--- config.mk ---
export PLATFORM = sky130hd
export DESIGN_NAME = ipv4_receive_header_check_flat
export DESIGN_NICKNAME = d
export VERILOG_FILES = /design/src/rtl/core/ipv4_rhc_pkg.sv /design/src/rtl/core/ipv4_rhc_channels.sv /design/src/rtl/core/ipv4_receive_header_check.sv /design/src/flat_wrapper.sv
export SDC_FILE = /design/constraint.sdc
export NUM_CORES = 1
export LEC_CHECK = 0
export BUFFER_PORTS_ARGS = -buffer_cell sky130_fd_sc_hd__buf_2
export CAP_MARGIN = 20
export CORE_AREA = 8 8 155 157
export DETAILED_ROUTE_END_ITERATION = 7
export DIE_AREA = 0 0 163 165
export GPL_TIMING_DRIVEN = 0
export PLACE_DENSITY = 0.69
export SLEW_MARGIN = 15
export SYNTH_ARGS = -nofsm -noshare
export SYNTH_HDL_FRONTEND = slang
export SYNTH_SLANG_ARGS = --single-unit
--- constraint.sdc ---
create_clock -name clock -period 6.8 [get_ports clock]
set_clock_uncertainty 0.15 [all_clocks]
set_input_delay 1.36 -clock clock [delete_from_list [all_inputs] [get_ports clock]]
set_output_delay 1.36 -clock clock [all_outputs]
set_load 0.01 [all_outputs]
--- src/rtl/core/ipv4_rhc_pkg.sv ---
package ipv4_rhc_pkg;

   localparam int unsigned BYTE_W    = 8;
   localparam int unsigned COUNT_W   = 16;
   localparam int unsigned HDR_LEN_W = 6;
   localparam int unsigned ADDR_W    = 32;

   localparam logic [COUNT_W-1:0]   COUNT_MAX      = 16'hFFFF;
   localparam logic [COUNT_W-1:0]   MIN_HEADER     = 16'd20;
   localparam logic [COUNT_W-1:0]   CSUM_GOOD      = 16'hFFFF;
   localparam logic [COUNT_W-1:0]   IDX_TOTAL_HI   = 16'd2;
   localparam logic [COUNT_W-1:0]   IDX_TOTAL_LO   = 16'd3;
   localparam logic [COUNT_W-1:0]   IDX_PROTOCOL   = 16'd9;
   localparam logic [COUNT_W-1:0]   IDX_SRC_FIRST  = 16'd12;
   localparam logic [COUNT_W-1:0]   IDX_SRC_LAST   = 16'd15;

   localparam logic [BYTE_W-1:0] PROTO_ICMP = 8'd1;
   localparam logic [BYTE_W-1:0] PROTO_TCP  = 8'd6;
   localparam logic [BYTE_W-1:0] PROTO_UDP  = 8'd17;

   typedef enum logic [2:0] {
      VERDICT_ACCEPT    = 3'd0,
      VERDICT_SHORT     = 3'd1,
      VERDICT_BAD_IHL   = 3'd2,
      VERDICT_BAD_CSUM  = 3'd3,
      VERDICT_BAD_TOTAL = 3'd4
   } verdict_type;

   typedef enum logic [1:0] {
      CLASS_ICMP  = 2'd0,
      CLASS_UDP   = 2'd1,
      CLASS_TCP   = 2'd2,
      CLASS_OTHER = 2'd3
   } handler_class_type;

   typedef struct packed {
      logic [BYTE_W-1:0] data_byte;
      logic              last_byte;
   } req_payload_type;

   typedef struct packed {
      verdict_type          verdict;
      handler_class_type    handler_class;
      logic [BYTE_W-1:0]    protocol_number;
      logic [ADDR_W-1:0]    source_address;
      logic [HDR_LEN_W-1:0] payload_offset;
      logic [COUNT_W-1:0]   payload_length;
   } rsp_payload_type;

endpackage

--- src/rtl/core/ipv4_rhc_channels.sv ---
interface ipv4_rhc_req_if;
   import ipv4_rhc_pkg::*;

   logic            valid;
   logic            ready;
   req_payload_type payload;

   modport source (output valid, output payload, input ready);
   modport sink (input valid, input payload, output ready);
endinterface

interface ipv4_rhc_rsp_if;
   import ipv4_rhc_pkg::*;

   logic            valid;
   logic            ready;
   rsp_payload_type payload;

   modport source (output valid, output payload, input ready);
   modport sink (input valid, input payload, output ready);
endinterface

--- src/rtl/core/ipv4_receive_header_check.sv ---
// Channel    Dir  Transaction
// req_chan   in   one packet byte (data_byte) with last_byte marking the final byte
// rsp_chan   out  one verdict per packet, on the transaction after the final byte
//
// One byte per cycle while no final byte is held. Each byte passes an input register,
// then a single stage that folds it into the running count, checksum and captured
// fields and fills the result register, from which the verdict is read. A final byte
// waits in the input register while the result register is full and unread; other
// bytes never wait. Reset is synchronous and clears all packet state.
module ipv4_receive_header_check (
   input logic           clock,
   input logic           reset,
   ipv4_rhc_req_if.sink  req_chan,
   ipv4_rhc_rsp_if.source rsp_chan
);
   import ipv4_rhc_pkg::*;

   logic                  in_valid_ff;
   logic [BYTE_W-1:0]     in_byte_ff;
   logic                  in_last_ff;

   logic [COUNT_W-1:0]    byte_count_ff,   byte_count_in;
   logic [HDR_LEN_W-1:0]  header_bytes_ff, header_bytes_in;
   logic [COUNT_W-1:0]    checksum_ff,     checksum_in;
   logic [BYTE_W-1:0]     pending_ff,      pending_in;
   logic [COUNT_W-1:0]    total_ff,        total_in;
   logic [BYTE_W-1:0]     protocol_ff,     protocol_in;
   logic [ADDR_W-1:0]     source_ff,       source_in;

   logic                  rsp_valid_ff;
   rsp_payload_type       rsp_payload_ff,  rsp_payload_in;

   logic                  out_free;
   logic                  process;
   logic [COUNT_W:0]      sum_wide;
   logic [COUNT_W-1:0]    sum_fold;
   logic [COUNT_W-1:0]    hdr_len_wide;
   logic [COUNT_W-1:0]    clamped_total;
   verdict_type           verdict;
   handler_class_type     handler_class;

   assign out_free      = !rsp_valid_ff || rsp_chan.ready;
   assign process       = in_valid_ff && (!in_last_ff || out_free);
   assign req_chan.ready = !in_valid_ff || process;
   assign rsp_chan.valid = rsp_valid_ff;
   assign rsp_chan.payload = rsp_payload_ff;

   always_comb begin
      header_bytes_in = header_bytes_ff;
      if (byte_count_ff == '0) begin
         header_bytes_in = {in_byte_ff[3:0], 2'b00};
      end
      hdr_len_wide = {{(COUNT_W-HDR_LEN_W){1'b0}}, header_bytes_in};

      sum_wide = {1'b0, checksum_ff} + {1'b0, pending_ff, in_byte_ff};
      sum_fold = sum_wide[COUNT_W] ? (sum_wide[COUNT_W-1:0] + 16'd1) : sum_wide[COUNT_W-1:0];

      pending_in  = pending_ff;
      checksum_in = checksum_ff;
      if (byte_count_ff < hdr_len_wide) begin
         if (!byte_count_ff[0]) begin
            pending_in = in_byte_ff;
         end else begin
            checksum_in = sum_fold;
         end
      end

      total_in    = total_ff;
      protocol_in = protocol_ff;
      source_in   = source_ff;
      if (byte_count_ff == IDX_TOTAL_HI) begin
         total_in = {in_byte_ff, total_ff[BYTE_W-1:0]};
      end else if (byte_count_ff == IDX_TOTAL_LO) begin
         total_in = {total_ff[COUNT_W-1:BYTE_W], in_byte_ff};
      end else if (byte_count_ff == IDX_PROTOCOL) begin
         protocol_in = in_byte_ff;
      end else if (byte_count_ff >= IDX_SRC_FIRST && byte_count_ff <= IDX_SRC_LAST) begin
         source_in = {source_ff[ADDR_W-BYTE_W-1:0], in_byte_ff};
      end

      byte_count_in = (byte_count_ff != COUNT_MAX) ? (byte_count_ff + 16'd1) : byte_count_ff;

      clamped_total = (total_in > byte_count_in) ? byte_count_in : total_in;

      if (byte_count_in < MIN_HEADER) begin
         verdict = VERDICT_SHORT;
      end else if (hdr_len_wide < MIN_HEADER || hdr_len_wide > byte_count_in) begin
         verdict = VERDICT_BAD_IHL;
      end else if (checksum_in != CSUM_GOOD) begin
         verdict = VERDICT_BAD_CSUM;
      end else if (clamped_total < hdr_len_wide) begin
         verdict = VERDICT_BAD_TOTAL;
      end else begin
         verdict = VERDICT_ACCEPT;
      end

      case (protocol_in)
         PROTO_ICMP: handler_class = CLASS_ICMP;
         PROTO_UDP:  handler_class = CLASS_UDP;
         PROTO_TCP:  handler_class = CLASS_TCP;
         default:    handler_class = CLASS_OTHER;
      endcase

      rsp_payload_in.verdict = verdict;
      if (verdict == VERDICT_ACCEPT) begin
         rsp_payload_in.handler_class   = handler_class;
         rsp_payload_in.protocol_number = protocol_in;
         rsp_payload_in.source_address  = source_in;
         rsp_payload_in.payload_offset  = header_bytes_in;
         rsp_payload_in.payload_length  = clamped_total - hdr_len_wide;
      end else begin
         rsp_payload_in.handler_class   = CLASS_OTHER;
         rsp_payload_in.protocol_number = '0;
         rsp_payload_in.source_address  = '0;
         rsp_payload_in.payload_offset  = '0;
         rsp_payload_in.payload_length  = '0;
      end
   end

   always_ff @(posedge clock) begin
      if (req_chan.valid && req_chan.ready) begin
         in_byte_ff <= req_chan.payload.data_byte;
         in_last_ff <= req_chan.payload.last_byte;
      end
      if (process && in_last_ff) begin
         rsp_payload_ff <= rsp_payload_in;
      end

      if (reset) begin
         in_valid_ff     <= 1'b0;
         rsp_valid_ff    <= 1'b0;
         byte_count_ff   <= '0;
         header_bytes_ff <= '0;
         checksum_ff     <= '0;
         pending_ff      <= '0;
         total_ff        <= '0;
         protocol_ff     <= '0;
         source_ff       <= '0;
      end else begin
         if (req_chan.ready) begin
            in_valid_ff <= req_chan.valid;
         end
         if (process && in_last_ff) begin
            rsp_valid_ff <= 1'b1;
         end else if (rsp_chan.ready) begin
            rsp_valid_ff <= 1'b0;
         end
         if (process) begin
            if (in_last_ff) begin
               // end of packet: clear for the next one
               byte_count_ff   <= '0;
               header_bytes_ff <= '0;
               checksum_ff     <= '0;
               pending_ff      <= '0;
               total_ff        <= '0;
               protocol_ff     <= '0;
               source_ff       <= '0;
            end else begin
               byte_count_ff   <= byte_count_in;
               header_bytes_ff <= header_bytes_in;
               checksum_ff     <= checksum_in;
               pending_ff      <= pending_in;
               total_ff        <= total_in;
               protocol_ff     <= protocol_in;
               source_ff       <= source_in;
            end
         end
      end
   end

`ifndef SYNTH
   a_reject_clears_fields: assert property (@(posedge clock) disable iff (reset)
      rsp_valid_ff && rsp_payload_ff.verdict != VERDICT_ACCEPT |->
         rsp_payload_ff.handler_class == CLASS_OTHER && rsp_payload_ff.payload_offset == '0
         && rsp_payload_ff.payload_length == '0 && rsp_payload_ff.source_address == '0)
      else $error("rejected packet carries nonzero result fields");

   a_accept_min_header: assert property (@(posedge clock) disable iff (reset)
      rsp_valid_ff && rsp_payload_ff.verdict == VERDICT_ACCEPT |->
         {{(COUNT_W-HDR_LEN_W){1'b0}}, rsp_payload_ff.payload_offset} >= MIN_HEADER)
      else $error("accepted packet with header shorter than minimum");

   a_clear_after_last: assert property (@(posedge clock) disable iff (reset)
      process && in_last_ff |=> byte_count_ff == '0 && checksum_ff == '0)
      else $error("packet state not cleared after final byte");

   a_middle_byte_no_stall: assert property (@(posedge clock) disable iff (reset)
      in_valid_ff && !in_last_ff |-> process)
      else $error("non-final byte stalled");

   a_last_fills_result: assert property (@(posedge clock) disable iff (reset)
      process && in_last_ff |=> rsp_valid_ff)
      else $error("final byte produced no result");
`endif

endmodule

--- src/flat_wrapper.sv ---
// flat-port wrapper written by rule: the top's interface ports become plain ports
module ipv4_receive_header_check_flat import ipv4_rhc_pkg::*;
  (clock, reset, req_chan_valid, req_chan_payload, req_chan_ready, rsp_chan_valid, rsp_chan_payload, rsp_chan_ready);
  ipv4_rhc_req_if req_chan_i ();
  ipv4_rhc_rsp_if rsp_chan_i ();
  input logic clock;
  input logic reset;
  input wire logic [$bits(req_chan_i.valid)-1:0] req_chan_valid;
  input wire logic [$bits(req_chan_i.payload)-1:0] req_chan_payload;
  output wire logic [$bits(req_chan_i.ready)-1:0] req_chan_ready;
  output wire logic [$bits(rsp_chan_i.valid)-1:0] rsp_chan_valid;
  output wire logic [$bits(rsp_chan_i.payload)-1:0] rsp_chan_payload;
  input wire logic [$bits(rsp_chan_i.ready)-1:0] rsp_chan_ready;
  assign req_chan_i.valid = req_chan_valid;
  assign req_chan_i.payload = req_chan_payload;
  assign req_chan_ready = req_chan_i.ready;
  assign rsp_chan_valid = rsp_chan_i.valid;
  assign rsp_chan_payload = rsp_chan_i.payload;
  assign rsp_chan_i.ready = rsp_chan_ready;
  ipv4_receive_header_check u_core (.clock(clock), .reset(reset), .req_chan(req_chan_i), .rsp_chan(rsp_chan_i));
endmodule
; Word level (Yosys, flattened, before mapping)
; Index checks and enable logic that the tools add are counted.
[totals]
register_bits = 180
input_bits = 13
output_inout_bits = 69
wordCells = 85
[op_classes]
add_sub_neg = 4
n_lt_le_gt_ge = 8
n_eq_ne = 9
muxes = 31
reduce_logical = 16
[ops]
columns = op, n
row1 = $mux 32, 5
row2 = $mux 16, 9
row3 = $mux 8, 8
row4 = $add 16x1->16 const B, 2
row5 = $eq 16x2->1 const B, 2
row6 = $lt 16x6->1, 2
row7 = $ne 16x16->1 const B, 2
row8 = $add 16x16->17, 1
row9 = $eq 16x4->1 const B, 1
row10 = $ge 16x4->1 const B, 1
row11 = $gt 16x16->1, 1
row12 = $gt 6x16->1, 1
row13 = $le 16x4->1 const B, 1
row14 = $logic_not 16->1, 1
row15 = $lt 16x5->1 const B, 1
row16 = $sub 16x6->16, 1
row17 = $mux 3, 4
row18 = $mux 6, 2
row19 = $eq 8x1->1 const B, 1
row20 = $eq 8x3->1 const B, 1
row21 = $eq 8x5->1 const B, 1
row22 = $lt 6x5->1 const B, 1
row23 = $pmux 2 s3, 1
row24 = $logic_and 1x1->1, 4
row25 = 7 further kinds, 14

; Longest topological paths before layout
; Gate-level depths: netlist (run 1).
[depth]
ltp_word = 11
ltp_mapped = 31
ltp_nobuf = 26

; Worst setup path before layout (run 1)
; Ideal clock, no wire load.
[synth_path]
kind = reg2reg
startpoint = reg u_core.byte_count_ff[12]
endpoint = reg u_core.rsp_payload_ff, in the netlist u_core.rsp_chan.payload[5] (data pin)
setup_time_ns = 0.286
arrival_ns = 6.857
t_required_ns = 6.364
path_slack_ns = -0.493
path_stages_with_launch = 29
n_path_buf = 7
synth_period_minus_slack_ns = 7.293
cell_sequence = dfxtp_1 -> buf_2 -> or4_4 -> nor4b_4 -> nand3_1 -> clkbuf_1 -> mux2_2 -> ha_1 -> nand3_1 -> nor4_1 -> a21boi_0 -> o31a_1 -> clkbuf_1 -> clkbuf_1 -> clkbuf_1 -> buf_1 -> a21oi_1 -> fa_1 -> a21o_1 -> a21oi_1 -> o21ai_0 -> a21oi_1 -> o21ai_1 -> o32ai_2 -> nand2b_1 -> or2_1 -> nand3b_1 -> buf_2 -> a2111oi_0
[synth_between]
elab_chain_cells = 11
word_cells_on_any_way = 25
classes_between = 2 x add/sub / 6 x order compare / 4 x eq/ne / 10 x mux / 3 x reduce/logical
[synth_rtl]
columns = item, line_no
row1 = start: declaration, ipv4_receive_header_check.sv:22  ; logic [COUNT_W-1:0] byte_count_ff, byte_count_in;
row2 = start signal: assignment, ipv4_receive_header_check.sv:159  ; byte_count_ff <= byte_count_in;
row3 = "parallel branches: the longest is 11 deep, another holds $add 16x1->16", --
row4 = end signal: assignment, ipv4_receive_header_check.sv:126  ; rsp_payload_ff <= rsp_payload_in;
row5 = end: declaration, ipv4_receive_header_check.sv:31  ; rsp_payload_type rsp_payload_ff, rsp_payload_in;
; Several ways; the timed one is not identified.
; A chain may end at the register's enable or synchronous reset.

; Final worst setup path (run 1)
[layout_path]
startpoint = reg u_core.byte_count_ff[14]
endpoint = reg u_core.rsp_payload_ff, in the netlist u_core.rsp_chan.payload[55] (data pin)
; The elaborated chain is that of the path after synthesis.

==> results of run 1 <==
per-stage QoR:
step	setup slack, ns	setup TNS (ns)	util, %	instances	hold slack [ns]
final	0.149	0	57.0	1544	0.289
after global routing	-0.0810	-0.841	57.0	1544	0.307
after floorplan	0.0204	0	-	1117	0.259
after global placement	-1.39	-82.24	52.0	1477	0.273
after detailed placement	-1.29	-76.66	52.2	1478	0.285
after CTS	0.00202	0	56.1	1529	0.297
final timing paths:
path                                      end
setup / recovery  u_core.rsp_chan.payload[55]
hold / removal      u_core.header_bytes_ff[1]
setup reg to reg  u_core.rsp_chan.payload[55]
hold reg to reg     u_core.header_bytes_ff[1]
sequential cells by signal, indices dropped and copies added, names as in the netlist:
signal and count:
u_core.in_valid_ff 1, u_core.total_ff 16, u_core.in_last_ff 1, u_core.pending_ff 8
u_core.source_ff 32, u_core.rsp_chan.payload 67, u_core.header_bytes_ff 6, u_core.rsp_chan.valid 1
u_core.checksum_ff 16, u_core.protocol_ff 8, u_core.byte_count_ff 16, u_core.in_byte_ff 8
cells by family (layout without fill, tap and decap cells):
kind of cell / after synthesis / after routing
AOI/OAI and AO/OA: 248 / 248
xor gates and xnor gates: 44 / 44
adders and majority gates: 56 / 56
buffers and inverters: 104 / 251
DFF: 180 / 180
muxes: 70 / 70
and+or+nand+nor: 415 / 415
layer usage:
metal	track usage, %	wire, um
met2	35.5	13500
met5	0	0
met3	4.94	2150
met1	27.3	12800
met4	8.51	779
Yosys cell counts, types with 9 or more instances:
library cell | count | area share, %
nor4_1 | 11 | 0.67
edfxtp_1 | 76 | 22
clkbuf_1 | 61 | 2.2
nand4_1 | 17 | 1.0
xnor2_1 | 31 | 2.6
o21ai_0 | 25 | 1.2
xor2_1 | 13 | 1.1
ha_1 | 54 | 6.5
nor2_1 | 165 | 6.0
a22oi_1 | 87 | 6.3
inv_1 | 32 | 1.2
nand2_1 | 46 | 1.7
nor3_1 | 72 | 3.5
nor2b_1 | 9 | 0.55
mux2_2 | 17 | 1.9
dfxtp_1 | 104 | 20
nand3_1 | 32 | 1.6
a21oi_1 | 63 | 3.1
mux2i_1 | 52 | 5.0
or3_1 | 10 | 0.61
and3_1 | 9 | 0.55
area by class of cell:
type	instances	share of cell area, %
clock inverter	15	1.30
tap	280	2.86
clock buffer	17	3.47
multi-input combinational	833	46.7
inverter	32	0.980
sequential	180	35.8
buffer	68	2.74
timing repair buffer	119	6.23
power breakdown:
part           total, uW  switching (uW)  internal, uW  leakage [uW]
Combinational        268             157           111       0.00266
Clock                988             496           493      0.000280
Sequential          1140            8.41          1130       0.00163
Total               2390             661          1730       0.00457
critical path: cells and delay by family, from the launching register on:
kind	cells	cell delay [ns]
AOI/OAI and AO/OA	9	1.55
adders and majority gates	3	0.85
buffers and inverters	7	1.12
DFF	1	0.37
muxes	2	0.51
and+or+nand+nor	8	1.82
what timing repair did:
item	CTS	global route
pin swaps	10	12
setup buffers	20	15
setup endpoints to repair	65	65
cloned	1	1
hold endpoints to repair	0	0
gates resized for setup	23	20
==> results.rst, run 1 <==
.. list-table::
   :header-rows: 1

   * - Metric
     - Value
   * - Measured slew at the worst slew-check pin
     - 1.00 ns
   * - Worst setup path category
     - flip-flop to flip-flop
   * - Crit path time final
     - 6.65 ns
   * - Maximum number of pins on one net before global-route repair
     - 65
   * - Detailed Route WL
     - 29200 um
   * - Dpl cell area
     - 0.0112 mm2
   * - Instance count of the mapped netlist
     - 1117
   * - Largest driver fanout on the critical path
     - 7
   * - Xor-xnor portion of the synthesized cell area
     - between 3 and 4%
   * - Most common library cell in the layout ignoring fill and taps
     - nor2_1
   * - Final Slew Violations
     - 0
   * - Sequential element share of the synthesized area
     - 42.3%
   * - Synth Area in Adders
     - under 10%
   * - IO buf count
     - 80
   * - Routed wire per std cell
     - 18.9 um
   * - Critical path endpoint category
     - flip-flop
   * - Final weighted congestion in routability-driven placement
     - 0.947
   * - CTS tree
     - done
   * - Sequential cell area in the final layout
     - 0.00438 mm2
   * - Main combinational cell family by area after synthesis
     - simple AND/OR/NAND/NOR gates
   * - Min-Delay Startpoint
     - u_core.header_bytes_ff[1]
   * - Static leakage
     - between 0.004 and 0.005 uW
   * - Number of antenna repair diodes
     - 0
   * - Gr usage total
     - ~22%
   * - Maximum achievable frequency
     - 0.150 GHz
   * - Delay of the slowest cell on the worst path
     - 0.57 ns
   * - Result of the run
     - finished clean
   * - Syn_nets
     - 1186
   * - Cell type of the slowest stage on the worst timing path
     - or4_4
   * - Number of distinct library cells after synthesis
     - 69
   * - Worst R2R Path Depth
     - 29
   * - Clock tree root driver cell
     - clkbuf_16
   * - Share of synthesized area spent on multiplexers
     - 7.04%
   * - Grt ovf
     - 0
   * - Total of warnings raised by yosys
     - 0
   * - Number of antenna violations at the first check in global routing
     - 0
   * - Endpoints failing setup
     - 0
   * - Die extent in y
     - 165 um
   * - Width of the die
     - 163 um
   * - Worst-case vdd ir drop
     - 170 uV
   * - Hold-fix buffers at CTS
     - 0
   * - Slack of the worst reg-to-reg path
     - 0.15 ns
   * - Launch point of the worst path
     - u_core.byte_count_ff[14]
   * - First-pass GRT wire length
     - 46300 um
   * - Prevailing post-synth register cell
     - dfxtp_1
   * - H-tree depth
     - 4
   * - Flip-flop and latch count after synthesis
     - 180
   * - Power Density
     - roughly 200 mW/mm2
   * - Number of remaining DRC errors
     - 0
   * - Share of post-route cells with drive strength above 1
     - 18.0%
   * - Post-synthesis share of cell area spent on and, or, nand and nor gates
     - 19.7%
   * - Standard-cell rows
     - 54
   * - Post-Syn Area
     - 0.0103 mm2
   * - Filler cell count
     - about 1900
   * - CTS sink cnt
     - 180
   * - Cts bufs inserted
     - 17
   * - Count of TritonRoute iterations in the first routing pass
     - 5
   * - Synthesized area per cell
     - 9.24 um2
   * - Total Nets Final
     - 1320
   * - Final Cell Area
     - ~0.012 mm2
   * - Maxcap violations
     - 0
   * - First DRT Iteration DRCs
     - 774
   * - Remaining max-slew budget at the tightest pin
     - 32.6%
   * - Area added between synthesis and finish
     - 18.7%
   * - Clock slew at reported path FFs
     - 0.07 ns
   * - Worst min-delay path class
     - flip-flop to flip-flop
   * - Number of top-level pins
     - 82
   * - Final critical-path share of the clock period
     - 97.8%
   * - Post-synth EDFFs
     - 76
   * - Die ar.
     - between 0.02 and 0.03 mm2
   * - Async set-reset flop share out of synthesis
     - 0%
   * - Insertion delay of the later-clocked pin in the worst-skew pair
     - 0.45 ns
   * - Worst path required time
     - 6.84 ns
   * - Fraction of the mapped netlist area in compound gates
     - 16.4%
   * - CTS max path bufs
     - 2
   * - Most frequent cells in the layout
     - nor2_1 (163), dfxtp_1 (95), a22oi_1 (87)
   * - Combined area of the multi-input logic cells
     - 0.00572 mm2
   * - Final Hold Viols
     - 0
   * - Final ANT Viol Nets
     - 0
   * - Initial standard-cell utilization of the core
     - 48.0%
   * - Final total power
     - 2390 uW
   * - Half-perimeter wire length of the detailed placement result
     - 21200 um
   * - Total number of vias
     - slightly above 9000
   * - Via density
     - just under 6
   * - Core region area
     - 0.0215 mm2
   * - Arrival time reported for the critical path endpoint
     - approximately 6.7 ns
   * - Startpoint type of the worst setup path
     - flip-flop
   * - Vias in the first global route
     - 8898
   * - Launch point of the worst reg-to-reg path
     - u_core.byte_count_ff[14]
   * - Worst hold path stage count
     - 2
No activity file was read; power rests on OpenSTA's default activity.
==> run 2, diff against run 1 <==
Settings changed: CTS_BUF_LIST set to sky130_fd_sc_hd__clkbuf_4.
==> run 2 against run 1 <==
Net effect: first-iteration DRC count up 7.8%; clock power down 38%; global-route usage down 0.46 points; final area down 2.8%; sequential power about the same; die area unchanged; power down 16%; worst hold slack better by 0.0098 ns; final cell count down 0.26%.
==> results.rst, run 2 (synthesis gave the netlist of run 1 again) <==
.. list-table::
   :header-rows: 1

   * - Metric
     - Value
   * - Area added between synthesis and finish
     - 15.4%
   * - Gr usage total
     - 21.2% (-0.46 points)
   * - Most common library cell in the layout ignoring fill and taps
     - nor2_1
   * - H-tree depth
     - 4 (unchanged)
   * - Crit path time final
     - 6.66 ns (+0.00550 ns)
   * - Number of flip-flops under the largest register name
     - 67 (unchanged)
   * - Startpoint type of the worst setup path
     - flip-flop
   * - Clock tree root driver cell
     - clkbuf_4
   * - Insertion delay of the later-clocked pin in the worst-skew pair
     - 0.59 ns (+0.14 ns)
   * - Grt ovf
     - 0 (unchanged)
   * - Result of the run
     - finished clean
   * - Maximum achievable frequency
     - 0.150 GHz (about the same)
   * - Number of top-level pins
     - 82 (unchanged)
   * - Final critical-path share of the clock period
     - 97.9% (about the same)
   * - CTS max path bufs
     - 2 (unchanged)
   * - Final weighted congestion in routability-driven placement
     - 0.947 (unchanged)
   * - Total number of vias
     - 9145 (+0.62%)
   * - Maxcap violations
     - 0 (unchanged)
   * - Vias in the first global route
     - 8745 (-1.7%)
   * - Cts bufs inserted
     - 17 (unchanged)
   * - Clock slew at reported path FFs
     - 0.17 ns (+0.10 ns)
   * - Final Hold Slack
     - 0.299 ns (+0.00982 ns)
   * - Most frequent cells in the layout
     - nor2_1 (164), dfxtp_1 (94), a22oi_1 (87)
   * - Final Hold Viols
     - 0 (unchanged)
   * - Final Slew Violations
     - 0 (unchanged)
   * - Core region area
     - 0.0215 mm2 (unchanged)
   * - Final ANT Viol Nets
     - 0 (unchanged)
   * - Measured slew at the worst slew-check pin
     - 0.875 ns (-0.126 ns)
   * - Power Density
     - 168 mW/mm2 (-14%)
   * - Endpoints failing setup
     - 0 (unchanged)
   * - Count of TritonRoute iterations in the first routing pass
     - 8 (+3)
   * - Worst path required time
     - 7.00 ns (+0.16 ns)
   * - Die ar.
     - 0.0269 mm2 (unchanged)
   * - Half-perimeter wire length of the detailed placement result
     - 21200 um (unchanged)
   * - Combined area of the multi-input logic cells
     - 0.00570 mm2 (-0.24%)
   * - Launch point of the worst path
     - u_core.byte_count_ff[15]
   * - Via density
     - 5.94 (+0.88%)
   * - Share of post-route cells with drive strength above 1
     - 17.6% (-0.40 points)
   * - Standard-cell rows
     - 54 (unchanged)
   * - Sequential cell area in the final layout
     - 0.00439 mm2 (+0.14%)
   * - Arrival time reported for the critical path endpoint
     - 6.86 ns (+0.17 ns)
   * - Worst-case vdd ir drop
     - 86.1 uV (-49%)
   * - Number of remaining DRC errors
     - 0 (unchanged)
   * - Final total power
     - 2010 uW (-16%)
   * - Maximum number of pins on one net before global-route repair
     - 65 (unchanged)
   * - Post-layout util
     - 55.4% (-1.6 points)
   * - Initial standard-cell utilization of the core
     - 48.0% (unchanged)
   * - Remaining max-slew budget at the tightest pin
     - 40.9% (+8.3 points)
   * - Final Cell Area
     - 0.0119 mm2 (-2.8%)
   * - Routed wire per std cell
     - 18.7 um (-1.5%)
   * - Min-Delay Startpoint
     - u_core.header_bytes_ff[1]
   * - Filler cell count
     - 1982 (+3.0%)
   * - Dpl cell area
     - 0.0112 mm2 (unchanged)
   * - CTS tree
     - done
   * - Static leakage
     - 0.00441 uW (-3.6%)
   * - Post-Route Setup TNS
     - 0 ns (unchanged)
   * - Worst min-delay path class
     - flip-flop to flip-flop
   * - Largest driver fanout on the critical path
     - 8 (+1)
   * - First DRT Iteration DRCs
     - 834 (+7.8%)
   * - Width of the die
     - 163 um (unchanged)
   * - Worst setup path category
     - flip-flop to flip-flop
   * - First-pass GRT wire length
     - 45600 um (-1.5%)
   * - CTS sink cnt
     - 180 (unchanged)
   * - Detailed Route WL
     - 28700 um (-1.7%)
   * - Launch point of the worst reg-to-reg path
     - u_core.byte_count_ff[15]
   * - Critical path endpoint category
     - flip-flop
   * - IO buf count
     - 80 (unchanged)
   * - Total Nets Final
     - 1315 (-0.38%)
   * - Number of antenna violations at the first check in global routing
     - 1 (+1)
   * - Die extent in y
     - 165 um (unchanged)
## run 2: routing by layer
metal / up-vias / global-route usage [%] / routed length (um)
met1: 4360 / 27.6 / 12700
met5: - / 0 / 0
li1: 4400 / - / -
met4: 0 / 6.42 / 614
met3: 50 / 3.86 / 1970
met2: 335 / 35.3 / 13500
## run 2: layout make-up
type                            count  area share [%]
Multi-Input combinational cell    833            47.9
Sequential cell                   180            36.9
Timing Repair Buffer              114            6.06
Tap cell                          280            2.94
Buffer                             68            2.82
Clock inverter                     15            1.33
Clock buffer                       17            1.07
Inverter                           32            1.01
Antenna cell                        1          0.0210
## run 2: path summary, 6_finish.rpt
path / endpoint / slack [ns] / cells past startpoint
hold / removal: u_core.header_bytes_ff[1] / 0.30 / 2
hold reg to reg: u_core.header_bytes_ff[1] / 0.30 / 2
setup reg to reg: u_core.rsp_chan.payload[56] / 0.14 / 27
setup / recovery: u_core.rsp_chan.payload[56] / 0.14 / 27
## run 2: power by group
part           switching [uW]  total (uW)  internal, uW
registers                8.28        1140          1130
logic                     154         256           102
clock network             440         610           170
## run 2: metrics by stage
stage                     worst slack (ns)  std cells
final                                0.144       1540
after global routing                -0.124       1540
after detailed placement             -1.29       1478
after CTS                           0.0101       1525
after global placement               -1.39       1477
after floorplan                     0.0204       1117
## run 2: timing repair
| action | 4_1_cts | 5_1_grt |
|---|---|---|
| resized for setup | 21 | 20 |
| hold buffers | 0 | 0 |
| cloned | 1 | 1 |
| endpoints found under the setup margin | 65 | 65 |
| pin swaps | 10 | 11 |
| buffers inserted | 16 | 14 |
## run 2: worst max-delay path, cell delays in order (launching register included)
cell and delay, ns:
dfxtp_4 0.39, or4_4 0.57, nor4b_4 0.34, buf_4 0.18
nand4b_4 0.18, mux2_2 0.39, ha_1 0.30, nand4_1 0.14
nor4_2 0.33, a21boi_2 0.20, o31a_1 0.26, buf_12 0.14
mux2i_2 0.23, ha_2 0.22, inv_1 0.05, fa_2 0.34
a21o_1 0.18, a21oi_2 0.17, o21ai_2 0.07, a21oi_2 0.22
o21ai_2 0.11, o32ai_2 0.30, nand2b_1 0.10, or2_1 0.26
nand3b_1 0.12, buf_6 0.15, bufbuf_16 0.26, nor3_1 0.06
==> run 3, diff against run 2 <==
Settings changed: CORE_AREA 8 8 155 157 to 8 8 119 204, DIE_AREA 0 0 163 165 to 0 0 127 212.
==> run 3 against run 2 <==
Net effect: sequential cell count is the same; combinational power is 2% higher; fmax fell by 1.1%; critical path depth unchanged; core utilization is 1.6 points higher; sequential share of layout area decreased by 1.3 points; critical path type unchanged; largest power group unchanged.
==> results.rst, run 3 (synthesis gave the netlist of run 1 again) <==
.. list-table::
   :header-rows: 1

   * - Metric
     - Value
   * - Maximum achievable frequency
     - 0.149 GHz (-1.1%)
   * - Maxcap violations
     - 0 (unchanged)
   * - Width of the die
     - 127 um (-22%)
   * - Number of top-level pins
     - 82 (unchanged)
   * - Worst-case vdd ir drop
     - 91.8 uV (+6.6%)
   * - Cts bufs inserted
     - 17 (unchanged)
   * - Number of flip-flops under the largest register name
     - 67 (unchanged)
   * - IO buf count
     - 80 (unchanged)
   * - CTS tree
     - done
   * - Area added between synthesis and finish
     - 19.5%
   * - CTS sink cnt
     - 180 (unchanged)
   * - Filler cell count
     - 1929 (-2.7%)
   * - Final weighted congestion in routability-driven placement
     - 0.985 (+4.0%)
   * - Power Density
     - 165 mW/mm2 (-2.3%)
   * - Most frequent cells in the layout
     - nor2_1 (164), dfxtp_1 (95), a22oi_1 (87)
   * - Arrival time reported for the critical path endpoint
     - 6.90 ns (+0.04 ns)
   * - Initial standard-cell utilization of the core
     - 47.7% (-0.30 points)
   * - Startpoint type of the worst setup path
     - flip-flop
   * - RSZ-0062 raised after global routing
     - yes
   * - Worst path required time
     - 6.97 ns (-0.03 ns)
   * - Crit path time final
     - 6.73 ns (+0.0768 ns)
   * - Critical path endpoint category
     - flip-flop
   * - Routed wire per std cell
     - 20.8 um (+11%)
   * - Vias in the first global route
     - 8963 (+2.5%)
   * - Half-perimeter wire length of the detailed placement result
     - 23700 um (+12%)
   * - Post-layout util
     - 57.0% (+1.6 points)
   * - Number of antenna violations at the first check in global routing
     - 2 (+1)
   * - Remaining max-slew budget at the tightest pin
     - 31.3% (-9.6 points)
   * - Largest driver fanout on the critical path
     - 7 (-1)
   * - Launch point of the worst reg-to-reg path
     - u_core.byte_count_ff[15]
   * - Worst setup path category
     - flip-flop to flip-flop
   * - Insertion delay of the later-clocked pin in the worst-skew pair
     - 0.62 ns (+0.03 ns)
   * - Final total power
     - 2030 uW (+1.2%)
   * - Endpoints failing setup
     - 0 (unchanged)
   * - Number of remaining DRC errors
     - 0 (unchanged)
   * - Final Hold Slack
     - 0.288 ns (-0.0107 ns)
   * - Clock slew at reported path FFs
     - 0.15 ns (-0.02 ns)
   * - Total number of vias
     - 9233 (+0.96%)
   * - Min-Delay Startpoint
     - u_core.header_bytes_ff[1]
   * - Detailed Route WL
     - 31600 um (+9.9%)
   * - Final non-filler cell total
     - 1522 (-1.2%)
   * - Core region area
     - 0.0216 mm2 (+0.63%)
   * - Final ANT Viol Nets
     - 0 (unchanged)
   * - Die extent in y
     - 212 um (+28%)
   * - CTS max path bufs
     - 2 (unchanged)
   * - Clock tree root driver cell
     - clkbuf_4
   * - Maximum number of pins on one net before global-route repair
     - 43 (-34%)
   * - Total Nets Final
     - 1317 (+0.15%)
   * - Final critical-path share of the clock period
     - 99.0% (+1.1 points)
   * - Count of TritonRoute iterations in the first routing pass
     - 6 (-2)
   * - Grt ovf
     - 0 (unchanged)
   * - Final Slew Violations
     - 0 (unchanged)
   * - Measured slew at the worst slew-check pin
     - 1.03 ns (+0.152 ns)
   * - Via density
     - 6.07 (+2.2%)
   * - H-tree depth
     - 4 (unchanged)
   * - Final Hold Viols
     - 0 (unchanged)
   * - Cells after DPL
     - 1457 (-1.4%)
   * - Standard-cell rows
     - 72 (+33%)
   * - Result of the run
     - finished clean
   * - Die ar.
     - 0.0269 mm2 (+0.11%)
   * - Worst min-delay path class
     - flip-flop to flip-flop
   * - First DRT Iteration DRCs
     - 743 (-11%)
   * - Gr usage total
     - 23.2% (+2.0 points)
   * - First-pass GRT wire length
     - 48000 um (+5.2%)
   * - Static leakage
     - 0.00466 uW (+5.8%)
   * - Share of post-route cells with drive strength above 1
     - 21.9% (+4.3 points)
   * - Most common library cell in the layout ignoring fill and taps
     - nor2_1
   * - Launch point of the worst path
     - u_core.byte_count_ff[15]
[run 3: changes by cell type in the layout (fill, tap and decap cells not counted), sizes merged]
cell	change
buf	-1
diode	+1
clkinv	-3
inv	-3
bufbuf	-1
bufinv	+2
clkbuf	+6
clkinvlp	+2
[run 3: worst max-delay path, cell delays in order (launching register included)]
cell and delay [ns]:
dfxtp_4 0.40, or4_4 0.59, nor4b_4 0.29, buf_4 0.19, nand4b_4 0.19, mux2_4 0.41, ha_4 0.28, nand4_1 0.17
nor4_4 0.30, a21boi_2 0.19, o31a_1 0.25, buf_12 0.14, mux2i_4 0.24, ha_2 0.22, inv_2 0.05, fa_2 0.36
a21o_1 0.18, a21oi_2 0.16, o21ai_1 0.08, a21oi_2 0.29, o21ai_2 0.12, o32ai_2 0.31, nand2b_1 0.12, or2_4 0.24
nand3b_1 0.13, buf_6 0.18, buf_8 0.15, nor3_2 0.04
[run 3: routing by layer]
metal | part of all wire, % | global-route usage [%] | vias up | wire length (um)
li1 | - | - | 4385 | -
met1 | 35 | 22.3 | 4436 | 11100
met2 | 54 | 43.7 | 300 | 17100
met3 | 3.9 | 2.99 | 112 | 1230
met4 | 6.9 | 17.7 | 0 | 2180
met5 | 0 | 0 | - | 0
[run 3: cell type report]
type	count	area, um2	share of cell area, %
clock buffers	19	143	1.16
multi-input cells	833	6080	49.3
plain buffers	68	362	2.93
well taps	259	324	2.63
repair buffers	116	758	6.15
inverters	32	120	0.974
flip-flops and latches	180	4390	35.6
clock inverters	13	148	1.20
diodes	2	5.00	0.0406
[run 3: timing repair]
item / 4_1_cts / 5_1_grt
endpoints found under the setup margin: 65 / 65
gates cloned: 1 / 5
setup buffers: 17 / 11
pin swaps: 9 / 41
gates resized for setup: 29 / 99
hold buffers: 0 / 0
[run 3: path summary, 6_finish.rpt]
path	end	slack, ns	cells past startpoint
max	u_core.rsp_chan.payload[13]	0.07	27
min	u_core.header_bytes_ff[1]	0.29	2
max reg2reg	u_core.rsp_chan.payload[13]	0.07	27
min reg2reg	u_core.header_bytes_ff[1]	0.29	2
[run 3: metrics by stage]
stage	setup WS (ns)	instance area (um2)	TNS, ns
final	0.0669	12300	0
after global routing	-0.177	12300	-8.65
after CTS	-0.00942	11700	-0.0249
after detailed placement	-1.66	11200	-101.36
after global placement	-1.61	11100	-98.08
after floorplan	0.0204	10400	0
[run 3: where the power goes]
part | internal (uW) | total [uW] | switching (uW)
logic | 103 | 262 | 159
registers | 1130 | 1140 | 7.98
clock network | 232 | 628 | 396
